$ cat src/design/sfc_pkg.sv
package sfc_pkg;

  localparam int unsigned MAX_PAYLOAD_DEF  = 32;
  localparam int unsigned SYMBOL_WIDTH_DEF = 16;
  localparam int unsigned SYM_BITS         = 16;
  localparam int unsigned DB_BITS          = 4;
  localparam int unsigned CNT_BITS         = 7;
  localparam int unsigned ID_BITS          = 17;

  localparam logic [CNT_BITS-1:0] COUNT_MAX     = 7'd127;
  localparam logic [DB_BITS-1:0]  DATA_BITS_RST = 4'd8;

  typedef enum logic [2:0] {
    ST_OK       = 3'd0,
    ST_NO_START = 3'd1,
    ST_LENGTH   = 3'd2,
    ST_PARITY   = 3'd3,
    ST_OVERFLOW = 3'd4
  } status_e;

  typedef logic [1:0] step_t;

  localparam step_t STEP_IDLE   = 2'd0;
  localparam step_t STEP_CHECK  = 2'd1;
  localparam step_t STEP_DATA   = 2'd2;
  localparam step_t STEP_STATUS = 2'd3;

  typedef enum logic [1:0] {
    COND_STOP = 2'd0,
    COND_SKIP = 2'd1,
    COND_LAST = 2'd2,
    COND_FREE = 2'd3
  } cond_e;

  typedef struct packed {
    logic in_ready;
    logic check;
    logic emit_data;
    logic emit_status;
  } ctrl_t;

  typedef struct packed {
    logic stop_taken;
    logic skip_data;
    logic last_data;
    logic out_free;
  } flags_t;

  typedef struct packed {
    ctrl_t ctrl;
    cond_e cond;
    step_t tgt;
    step_t alt;
  } uword_t;

  function automatic uword_t ucode(step_t step);
    uword_t w;
    w = '0;
    case (step)
      STEP_IDLE: begin
        w.ctrl.in_ready = 1'b1;
        w.cond = COND_STOP;
        w.tgt  = STEP_CHECK;
        w.alt  = STEP_IDLE;
      end
      STEP_CHECK: begin
        w.ctrl.check = 1'b1;
        w.cond = COND_SKIP;
        w.tgt  = STEP_STATUS;
        w.alt  = STEP_DATA;
      end
      STEP_DATA: begin
        w.ctrl.emit_data = 1'b1;
        w.cond = COND_LAST;
        w.tgt  = STEP_STATUS;
        w.alt  = STEP_DATA;
      end
      STEP_STATUS: begin
        w.ctrl.emit_status = 1'b1;
        w.cond = COND_FREE;
        w.tgt  = STEP_IDLE;
        w.alt  = STEP_STATUS;
      end
      default: begin
        w.cond = COND_FREE;
        w.tgt  = STEP_IDLE;
        w.alt  = STEP_IDLE;
      end
    endcase
    return w;
  endfunction

endpackage

$ cat src/design/sfc_ram.sv
module sfc_ram
  #(
    parameter int unsigned WIDTH = 16,
    parameter int unsigned DEPTH = 32,
    localparam int unsigned AW   = (DEPTH > 1) ? $clog2(DEPTH) : 1
  ) (
    input  logic             clk_i,
    input  logic             we_i,
    input  logic [AW-1:0]    waddr_i,
    input  logic [WIDTH-1:0] wdata_i,
    input  logic [AW-1:0]    raddr_i,
    output logic [WIDTH-1:0] rdata_o
  );

  logic [WIDTH-1:0] mem_q [DEPTH];
  logic [WIDTH-1:0] rdata_q;

  always_ff @(posedge clk_i) begin
    if (we_i) begin
      mem_q[waddr_i] <= wdata_i;
    end
    rdata_q <= mem_q[raddr_i];
  end

  assign rdata_o = rdata_q;

endmodule

$ cat src/design/sfc_dp.sv
module sfc_dp
  import sfc_pkg::*;
  #(
    parameter int unsigned MAX_PAYLOAD  = MAX_PAYLOAD_DEF,
    parameter int unsigned SYMBOL_WIDTH = SYMBOL_WIDTH_DEF
  ) (
    input  logic                clk_i,
    input  logic                rst_ni,
    input  ctrl_t               ctrl_i,
    output flags_t              flags_o,
    input  logic                cfg_we_i,
    input  logic [DB_BITS-1:0]  cfg_wdata_i,
    input  logic                in_valid_i,
    input  logic [SYM_BITS-1:0] symbol_i,
    input  logic                out_stall_i,
    output logic                out_valid_o,
    output logic [SYM_BITS-1:0] data_symbol_o,
    output logic                is_data_o,
    output logic [2:0]          status_o,
    output logic                last_o
  );

  localparam int unsigned SW = SYMBOL_WIDTH;
  localparam int unsigned AW = (MAX_PAYLOAD > 1) ? $clog2(MAX_PAYLOAD) : 1;
  localparam int unsigned NW = $clog2(MAX_PAYLOAD + 1);
  localparam logic [CNT_BITS-1:0] MAX_CNT = CNT_BITS'(MAX_PAYLOAD);

  logic [DB_BITS-1:0]  data_bits_q;
  logic                in_frame_q;
  logic [CNT_BITS-1:0] count_q;
  logic [SW-1:0]       len_q, acc_q, prev_q;
  logic                ovf_q;
  status_e             err_q, err_d;
  logic [NW-1:0]       ndata_q, idx_q;

  logic                out_valid_q;
  logic [SW-1:0]       out_sym_q;
  logic                out_is_data_q;
  status_e             out_status_q;
  logic                out_last_q;

  logic [SW-1:0]       sym;
  logic [ID_BITS-1:0]  start_id, stop_id, pmask, len_p2;
  logic                is_start, is_stop, accept, out_free, advance;
  logic [CNT_BITS-1:0] store_idx;
  logic                ram_we;
  logic [AW-1:0]       ram_raddr;
  logic [SW-1:0]       ram_rdata;

  assign sym      = symbol_i[SW-1:0];
  assign start_id = ID_BITS'(1) << data_bits_q;
  assign stop_id  = start_id + ID_BITS'(1);
  assign pmask    = start_id - ID_BITS'(1);
  assign is_start = ID_BITS'(sym) == start_id;
  assign is_stop  = ID_BITS'(sym) == stop_id;
  assign accept   = ctrl_i.in_ready && in_valid_i;
  assign out_free = !out_valid_q || !out_stall_i;
  assign advance  = ctrl_i.emit_data && out_free;

  assign store_idx = count_q - CNT_BITS'(2);
  assign ram_we    = accept && !is_start && !is_stop && in_frame_q &&
                     (count_q >= CNT_BITS'(2)) && (store_idx < MAX_CNT);
  assign len_p2    = ID_BITS'(len_q) + ID_BITS'(2);

  always_comb begin
    if (!in_frame_q) begin
      err_d = ST_NO_START;
    end else if (ovf_q) begin
      err_d = ST_OVERFLOW;
    end else if (count_q < CNT_BITS'(2) || ID_BITS'(count_q) != len_p2) begin
      err_d = ST_LENGTH;
    end else if (((ID_BITS'(acc_q ^ prev_q)) & pmask) != ID_BITS'(prev_q)) begin
      err_d = ST_PARITY;
    end else begin
      err_d = ST_OK;
    end
  end

  always_comb begin
    if (ctrl_i.check) begin
      ram_raddr = '0;
    end else if (advance) begin
      ram_raddr = AW'(idx_q + NW'(1));
    end else begin
      ram_raddr = AW'(idx_q);
    end
  end

  assign flags_o.stop_taken = accept && is_stop && !is_start;
  assign flags_o.skip_data  = (err_d != ST_OK) || (count_q == CNT_BITS'(2));
  assign flags_o.last_data  = out_free &&
                              ({1'b0, idx_q} + (NW + 1)'(1) == {1'b0, ndata_q});
  assign flags_o.out_free   = out_free;

  sfc_ram #(
    .WIDTH(SW),
    .DEPTH(MAX_PAYLOAD)
  ) u_store (
    .clk_i  (clk_i),
    .we_i   (ram_we),
    .waddr_i(AW'(store_idx)),
    .wdata_i(prev_q),
    .raddr_i(ram_raddr),
    .rdata_o(ram_rdata)
  );

  always_ff @(posedge clk_i or negedge rst_ni) begin
    if (!rst_ni) begin
      data_bits_q <= DATA_BITS_RST;
      in_frame_q  <= 1'b0;
      count_q     <= '0;
      len_q       <= '0;
      acc_q       <= '0;
      prev_q      <= '0;
      ovf_q       <= 1'b0;
      err_q       <= ST_OK;
      ndata_q     <= '0;
      idx_q       <= '0;
    end else begin
      if (cfg_we_i) begin
        data_bits_q <= cfg_wdata_i;
      end
      if (accept && is_start) begin
        in_frame_q <= 1'b1;
        count_q    <= '0;
        len_q      <= '0;
        acc_q      <= '0;
        prev_q     <= '0;
        ovf_q      <= 1'b0;
      end else if (accept && !is_stop && in_frame_q) begin
        if (count_q == '0) begin
          len_q <= sym;
        end else begin
          if (count_q >= CNT_BITS'(2) && store_idx >= MAX_CNT) begin
            ovf_q <= 1'b1;
          end
          acc_q  <= acc_q ^ sym;
          prev_q <= sym;
        end
        if (count_q < COUNT_MAX) begin
          count_q <= count_q + CNT_BITS'(1);
        end
      end
      if (ctrl_i.check) begin
        in_frame_q <= 1'b0;
        err_q      <= err_d;
        ndata_q    <= NW'(store_idx);
        idx_q      <= '0;
      end else if (advance) begin
        idx_q <= idx_q + NW'(1);
      end
    end
  end

  always_ff @(posedge clk_i or negedge rst_ni) begin
    if (!rst_ni) begin
      out_valid_q <= 1'b0;
    end else if (out_free) begin
      out_valid_q <= ctrl_i.emit_data || ctrl_i.emit_status;
    end
  end

  always_ff @(posedge clk_i) begin
    if (out_free) begin
      if (ctrl_i.emit_data) begin
        out_sym_q     <= ram_rdata;
        out_is_data_q <= 1'b1;
        out_status_q  <= ST_OK;
        out_last_q    <= 1'b0;
      end else if (ctrl_i.emit_status) begin
        out_sym_q     <= '0;
        out_is_data_q <= 1'b0;
        out_status_q  <= err_q;
        out_last_q    <= 1'b1;
      end
    end
  end

  assign out_valid_o   = out_valid_q;
  assign data_symbol_o = SYM_BITS'(out_sym_q);
  assign is_data_o     = out_is_data_q;
  assign status_o      = out_status_q;
  assign last_o        = out_last_q;

endmodule

$ cat config.mk
export PLATFORM = sky130hd
export DESIGN_NAME = sfc_dp
export DESIGN_NICKNAME = d
export VERILOG_FILES = /design/src/design/sfc_pkg.sv /design/src/design/sfc_ram.sv /design/src/design/sfc_dp.sv
export SDC_FILE = /design/constraint.sdc
export NUM_CORES = 1
export LEC_CHECK = 0
export BUFFER_PORTS_ARGS = -buffer_cell sky130_fd_sc_hd__buf_4
export CORE_ASPECT_RATIO = 0.5
export CORE_MARGIN = 8
export CORE_UTILIZATION = 45
export CTS_BUF_LIST = sky130_fd_sc_hd__clkbuf_8
export DETAILED_ROUTE_END_ITERATION = 12
export GPL_TIMING_DRIVEN = 0
export HOLD_SLACK_MARGIN = 0.1
export PLACE_DENSITY = 0.69
export SKIP_CTS_REPAIR_TIMING = 1
export SYNTH_ARGS = -nofsm -noshare
export SYNTH_HDL_FRONTEND = slang
export SYNTH_SLANG_ARGS = --single-unit
$ cat constraint.sdc
create_clock -name clk_i -period 4.4 [get_ports clk_i]
set_input_delay 0 -clock clk_i [delete_from_list [all_inputs] [get_ports clk_i]]
set_output_delay 0 -clock clk_i [all_outputs]
set_load 0.05 [all_outputs]
* Word level (Yosys, flattened, before mapping)
Memories as Yosys holds them, arrays and structs flattened. A register that Yosys moved wholly into a read port is not among the register bits.
Index checks and enable logic that the tools add are counted.
** Operators by class
- Reduce and logical (&&, ||, !) cells :: 36
- Magnitude comparators :: 5
- Mux-type cells :: 33
- Bitwise gates (word level) :: 3
- Eq/ne operators :: 7
- Shift operators :: 1
- $add $sub $neg :: 7
** Operators with widths (number)
- 16-bit 2-to-1 mux :: 11
- 16-bit by 17-bit equality test with 1-bit output :: 2
- 16-bit XOR :: 2
- 7-bit 2-to-1 mux :: 3
- 16-bit by 2-bit adder with 17-bit output (second input constant) :: 1
- 17-bit by 1-bit adder with 17-bit output (second input constant) :: 1
- 16-bit by 17-bit AND with 17-bit output :: 1
- 17-bit by 16-bit inequality test with 1-bit output :: 1
- 7-bit by 17-bit inequality test with 1-bit output :: 1
- 1-bit by 4-bit << shifter with 17-bit output (first input constant) :: 1
- 17-bit by 1-bit subtractor with 17-bit output (second input constant) :: 1
- 1-bit logical AND :: 14
- 2-bit nonzero test :: 7
- 6-bit 2-to-1 mux :: 2
- 1-bit 2-to-1 mux :: 10
- 5-bit 2-to-1 mux :: 2
- 3-bit 2-to-1 mux :: 3
- 2-bit AND reduction :: 4
- 6-bit by 1-bit adder with 7-bit output (second input constant) :: 1
- 7-bit by 1-bit adder with 7-bit output (second input constant) :: 1
- 7-bit by 2-bit equality test with 1-bit output (second input constant) :: 1
- 7-bit by 6-bit equality test with 1-bit output :: 1
- 7-bit by 2-bit greater-or-equal comparator with 1-bit output (second input constant) :: 1
- 7-bit by 6-bit greater-or-equal comparator with 1-bit output (second input constant) :: 1
- other kinds (12) :: 19
** Storage, ports and cells
- Register bits :: 98
- Memories :: 1
- Bits in writable memories :: 512
** Memories
- u_store.mem_q :: depth 32, bits a word 16, rd ports 1, clocked after Yosys merged registers in 1, wr ports 1, RTL line sfc_ram.sv:15 : logic [WIDTH-1:0] mem_q [DEPTH];

* Logic depth before layout (Yosys ltp)
- Word-level depth :: 10
- Depth in mapped cells :: 15
- Gate-level depth less buffers :: 11

* Hierarchy
From an unflattened synthesis, not the netlist that was laid out.
** Unflattened totals
- Cell total of the unflattened synthesis :: 1734
- Area, all modules :: 26203.9 um^2
** Modules (own cells, without submodules)
- sfc_ram :: area an instance 20535.9 um^2, cells each 1143, times used 1, seq. area each 15695.1 um^2
- sfc_dp :: area an instance 5667.9 um^2, cells each 591, times used 1, seq. area each 2533.7 um^2

* Worst setup path after synthesis
No wires, ideal clock.
- Kind :: reg-to-reg
- From :: reg data_bits_q[2]
- To :: mem u_store.mem_q[11][0], enable pin
- Period minus slack after synthesis :: 4474 ps
- Buffers on the path :: 4
- Setup slack :: -74 ps
- Data required time :: 3970 ps
- Cell stages (with the launch flop) :: 13
- Arrival time :: 4044 ps
- Path through :: dfrtp_1 -> buf_4 -> buf_4 -> nor2_1 -> nand2_1 -> or2_2 -> ha_1 -> xnor2_1 -> nand4_4 -> a21oi_1 -> buf_2 -> buf_2 -> nor4_1
** On the way
- Longest elaborated chain between the ends :: 10
** RTL lines
- start, declared :: RTL line sfc_dp.sv:28 : logic [DB_BITS-1:0] data_bits_q;
- start signal, assigned :: RTL line sfc_dp.sv:121 : data_bits_q <= cfg_wdata_i;
- 1-bit by 4-bit << shifter with 17-bit output * :: RTL line sfc_dp.sv:51 : assign start_id = ID_BITS'(1) << data_bits_q;
- 17-bit by 1-bit adder with 17-bit output / 16-bit by 17-bit equality test with 1-bit output (equally long branches) :: RTL line sfc_dp.sv:52, sfc_dp.sv:54
- 16-bit by 17-bit equality test with 1-bit output / 1-bit zero test (equally long branches) :: RTL line sfc_dp.sv:55, sfc_dp.sv:61
- 1-bit zero test / 1-bit logical AND (equally long branches) :: RTL line sfc_dp.sv:61 : assign ram_we = accept && !is_start && !is_stop && in_frame_q &&
- 1-bit logical AND * (3 in series) :: RTL line sfc_dp.sv:61
- 1-bit logical AND * :: RTL line sfc_dp.sv:62 : (count_q >= CNT_BITS'(2)) && (store_idx < MAX_CNT);
- 1-bit 2-to-1 mux * :: RTL line sfc_ram.sv:19 : if (we_i) begin
- 1-bit 2-to-1 mux (not written as such) * :: RTL line sfc_ram.sv:20 : mem_q[waddr_i] <= wdata_i;
- end, declared :: RTL line sfc_ram.sv:15
Every way passes the cells marked *; elsewhere a longest branch is shown, timed or not.

* Worst setup path after layout
- From :: reg out_valid_q, in the netlist out_valid_o
- To :: reg u_store.rdata_q[15], in the netlist u_store.rdata_o[15] (read register of u_store.mem_q)
** On the way
- Longest elaborated chain between the ends :: 5
** RTL lines
- start, declared :: RTL line sfc_dp.sv:36 : logic out_valid_q;
- start signal, assigned :: RTL line sfc_dp.sv:159 : out_valid_q <= ctrl_i.emit_data || ctrl_i.emit_status;
- 1-bit zero test :: RTL line sfc_dp.sv:57 : assign out_free = !out_valid_q || !out_stall_i;
- 1-bit logical OR :: RTL line sfc_dp.sv:57
- 1-bit logical AND :: RTL line sfc_dp.sv:58 : assign advance = ctrl_i.emit_data && out_free;
- 5-bit 2-to-1 mux :: RTL line sfc_dp.sv:82 : end else if (advance) begin
- 5-bit 2-to-1 mux :: RTL line sfc_dp.sv:80 : if (ctrl_i.check) begin
- end, declared :: RTL line sfc_ram.sv:16 : logic [WIDTH-1:0] rdata_q;
No other way between the ends.
A chain may end at the register's enable or synchronous reset.

==> qor_table.md <==
| Quantity | Value |
|:---|:---|
| Sum of negative setup slack | 0 ps |
| Compound-Gate Fraction of Synth Area | 0.0871 |
| Distinct cell type count of the synthesized netlist | 82 |
| Maximum vdd drop | 0.000209 V |
| Unrepaired setup endpoints after global routing | true |
| Slew HR | 0.00508 |
| Post-DR wirelength/cell | 24.0 um |
| Prevailing post-synth register cell | sky130_fd_sc_hd__edfxtp_1 |
| Vias | 19260 |
| Clk root buf | sky130_fd_sc_hd__clkbuf_8 |
| Routed Wire Length | 77800 um |
| Standard cell with the maximum stage delay on the critical path | sky130_fd_sc_hd__a31oi_1 |
| Fraction of the yosys area taken by sequential cells | 0.684 |
| Fin. Hold Viols | 4 |
| Overflow left after global routing | 0 |
| Gate count after technology mapping | 2143 |
| Fin Clk Skew | 49.5 ps |
| Mux share of post-synthesis cell area | 0.0203 |
| Crit path largest cell delay | 1070 ps |
| CTS tree | done |
| Placed Instances | 3038 |
| Time the final worst path needs with I/O delays and setup | 4330 ps |
| Post-synthesis instance area | 0.0267 mm2 |
| Number of top-level pins | 55 |
| Detail Placement HPWL | 52700 um |
| Residual DRC count | 0 |
| Cell chain of the critical path | a21boi_2 > a21oi_1 > a31oi_1 > inv_2 > clkbuf_1 > nor2_1 > buf_2 > nand3_1 > nand4_1 > a31oi_1 |
| Commonest cells after routing, fill and taps aside | 533 x sky130_fd_sc_hd__edfxtp_1, 370 x sky130_fd_sc_hd__nand2_1, 135 x sky130_fd_sc_hd__nand3_1 |
| Final count of negative-setup-slack endpoints | 0 |
| Run status | finished, violations left |
| Number of I/O port buffers | 54 |
| Fraction of the mapped netlist area in simple logic gates | 0.163 |
| Overall Power | 11.8 mW |
| Iteration count of the initial detailed-routing pass | 6 |
| Fin nets | 2433 |
| Via density per instance | 5.93 |
| Wire length of the first global-routing pass | 115000 um |
| Die Height | 188 um |
| HP Class | input port to asynchronous set/reset pin |
| Layout cells sized above 1 | 0.147 |
| Syn-to-layout area delta | 16.5% |
| Required time reported for the critical path endpoint | 4900 ps |
| Flip-flop and latch count after synthesis | 625 |
| ANT nets after route | 0 |
| Starting DRC count in detailed routing | 2680 |
| Number of pins with negative max-slew slack in the final report | 0 |
| Clock edge transition at the registers on the reported setup and hold paths | 70 ps |
| CP bufs+invs | 3 |
| Clock sink total | 625 |
| Clock latency at the later pin of the worst-skew pair | 700 ps |
| Largest net degree at the start of global routing | 77 |
| Leakage power of the design | 11.4 nW |
| Count of H-tree levels built during CTS | 3 |
| Setup crit start kind | register |
| Avg Cell Area, Syn | 12.4 um2 |
| Maximum buffer depth of the clock tree | 3 |
| Finished Layout Cells | 3249 |
| Antenna violations before repair | 2 |
| Share of the cycle needed by the critical path after routing | 0.984 |
| Number of buffers created by CTS | 89 |
| Power per cell area | 378 mW/mm2 |
| Crit Path Category | register to register |
| Die X-Extent | 360 um |
| Largest delay share family, worst path | compound AO/OA/AOI/OAI gates |
| XOR/XNOR Fraction of Synth Area | 0.0108 |
| Area of the die | 0.0678 mm2 |
| Initial core utilization | 0.453 |
| Arrival time of the worst setup path | 4830 ps |
| Core Region | 0.0589 mm2 |
| Worst Hold Slack | -22.4 ps |
| Category of the worst setup path capture point | register |
| Dominant combinational cell family by area after synthesis | simple AND/OR/NAND/NOR gates |
| Most common cell after layout, fill and taps aside | sky130_fd_sc_hd__edfxtp_1 |
| Post-synth EDFFs | 533 |
| Warnings from Yosys | 0 |
| Max Clock Freq | 0.231 GHz |
| Post-Synth Adder-Cell Area | 0.00516 |
| Via count of the first global-routing pass | 18166 |
| Final estimated routing congestion in global placement | 0.915 |
| Share of flip-flops with an asynchronous set or reset after synthesis | 0.122 |
| Num rows | 63 |
| Violations in the final reports | negative hold slack, max-capacitance violations |
| Transition time at the pin with the least slew margin | 1490 ps |
| Mapped Nets | 2183 |
| Dominant cell type by count on the critical path | sky130_fd_sc_hd__a31oi_1 |
| Critical path peak fanout | 10 |
| Maxcap violations | 1 |
| Total global-route track usage | 0.222 |
logic make-up (layout without fill, tap and decap cells):
| logic type | count (synthesis) | count (layout) |
|---|---|---|
| AO/OA/AOI/OAI | 339 | 339 |
| XOR/XNOR | 33 | 33 |
| adder cells (fa/ha/maj) | 11 | 11 |
| buffers and inverters | 184 | 509 |
| flip-flops | 625 | 625 |
| multiplexers | 53 | 53 |
| other | 0 | 1 |
| AND/OR/NAND/NOR | 898 | 898 |
report_power, final:
group          internal (mW)  switching, mW  total [mW]
Combinational          0.278          0.605       0.883
Clock                   2.14           2.32        4.46
Sequential              6.39         0.0172        6.41
per-layer routing:
metal | routed length (um) | up-vias | track usage
li1 | - | 8515 | -
met1 | 32100 | 9378 | 0.316
met2 | 33500 | 1174 | 0.331
met3 | 9720 | 191 | 0.0575
met4 | 2440 | 2 | 0.0713
met5 | 13 | - | 0
area by class of cell:
class / count / area [um2]
fill: 4842 / 27800
sequential: 625 / 18200
multi-input combinational: 1334 / 7920
timing repair buffer: 159 / 1380
clock buffer: 94 / 1290
tap: 780 / 976
buffer: 147 / 687
clock inverter: 72 / 415
inverter: 37 / 139
antenna: 1 / 2.50
worst paths after layout:
check / startpoint / end / slack [ps] / cells after the start
max: out_valid_o$_DFFE_PN0N_ / u_store.rdata_o[15]$_DFF_P_ / 70 / 10
min: rst_ni / data_bits_q[2]$_DFFE_PN0P_ / -20 / 2
max reg2reg: out_valid_o$_DFFE_PN0N_ / u_store.rdata_o[15]$_DFF_P_ / 70 / 10
min reg2reg: u_store.rdata_o[6]$_DFF_P_ / data_symbol_o[6]$_SDFFCE_PN0P_ / 510 / 1
max in group asynchronous: rst_ni / data_bits_q[1]$_DFFE_PN0P_ / 3300 / 3
min in group clk_i: symbol_i[15] / prev_q[15]$_DFFE_PN0P_ / 140 / 4
metrics by stage:
stage	setup WS (ps)	util	cell area, um2	hold slack, ps
after floorplan	-73.9	-	26700	-296
after global placement	-2010	0.476	28000	210
after detailed placement	-142	0.489	28800	224
after CTS	-735	0.518	30500	-525
after global routing	-56.9	0.527	31100	72.8
final	71.2	0.527	31100	-22.4
cells in the mapped netlist, types with 4 or more instances:
library cell,count,share of area
sky130_fd_sc_hd__nor2b_1,17,0.0040
sky130_fd_sc_hd__nand2_1,370,0.052
sky130_fd_sc_hd__a311oi_1,4,0.0013
sky130_fd_sc_hd__mux2i_1,44,0.017
sky130_fd_sc_hd__or4_1,4,0.0011
sky130_fd_sc_hd__edfxtp_1,533,0.60
sky130_fd_sc_hd__a32oi_1,16,0.0053
sky130_fd_sc_hd__a221oi_1,4,0.0013
sky130_fd_sc_hd__o211ai_1,8,0.0023
sky130_fd_sc_hd__mux2_2,9,0.0038
sky130_fd_sc_hd__xnor2_1,22,0.0072
sky130_fd_sc_hd__a32o_1,15,0.0056
sky130_fd_sc_hd__nand4_1,43,0.010
sky130_fd_sc_hd__buf_4,9,0.0025
sky130_fd_sc_hd__a311o_1,15,0.0056
sky130_fd_sc_hd__a211o_1,15,0.0049
sky130_fd_sc_hd__ha_1,11,0.0052
sky130_fd_sc_hd__or3_1,19,0.0045
sky130_fd_sc_hd__inv_1,33,0.0046
sky130_fd_sc_hd__nor2_2,5,0.0012
sky130_fd_sc_hd__and2_1,17,0.0040
sky130_fd_sc_hd__xor2_1,11,0.0036
sky130_fd_sc_hd__nor4_1,33,0.0077
sky130_fd_sc_hd__nor2_1,136,0.019
sky130_fd_sc_hd__nor3b_1,36,0.010
sky130_fd_sc_hd__nand3b_1,34,0.0096
sky130_fd_sc_hd__o21ai_0,68,0.013
sky130_fd_sc_hd__nand2b_1,4,0.00094
sky130_fd_sc_hd__o311ai_0,4,0.0013
sky130_fd_sc_hd__dfrtp_1,75,0.070
sky130_fd_sc_hd__a31oi_1,65,0.015
sky130_fd_sc_hd__buf_2,23,0.0043
sky130_fd_sc_hd__buf_1,15,0.0021
sky130_fd_sc_hd__or2_2,5,0.0012
sky130_fd_sc_hd__a21oi_1,58,0.011
sky130_fd_sc_hd__clkbuf_1,97,0.014
sky130_fd_sc_hd__and3_1,7,0.0016
sky130_fd_sc_hd__a211oi_1,32,0.0090
sky130_fd_sc_hd__dfxtp_1,16,0.012
sky130_fd_sc_hd__nand3_1,136,0.026
sky130_fd_sc_hd__nor3_1,14,0.0026
flip-flops by register name, summed over array words and instances, names as in the netlist:
signal           cells
in_frame_q           1
len_q               16
is_data_o            1
last_o               1
data_symbol_o       16
out_valid_o          1
status_o             3
u_store.mem_q      512
u_store.rdata_o     16
data_bits_q          4
err_q                3
idx_q                6
ndata_q              6
acc_q               15
prev_q              16
ovf_q                1
count_q              7
No activity file was read; power rests on OpenSTA's default activity.
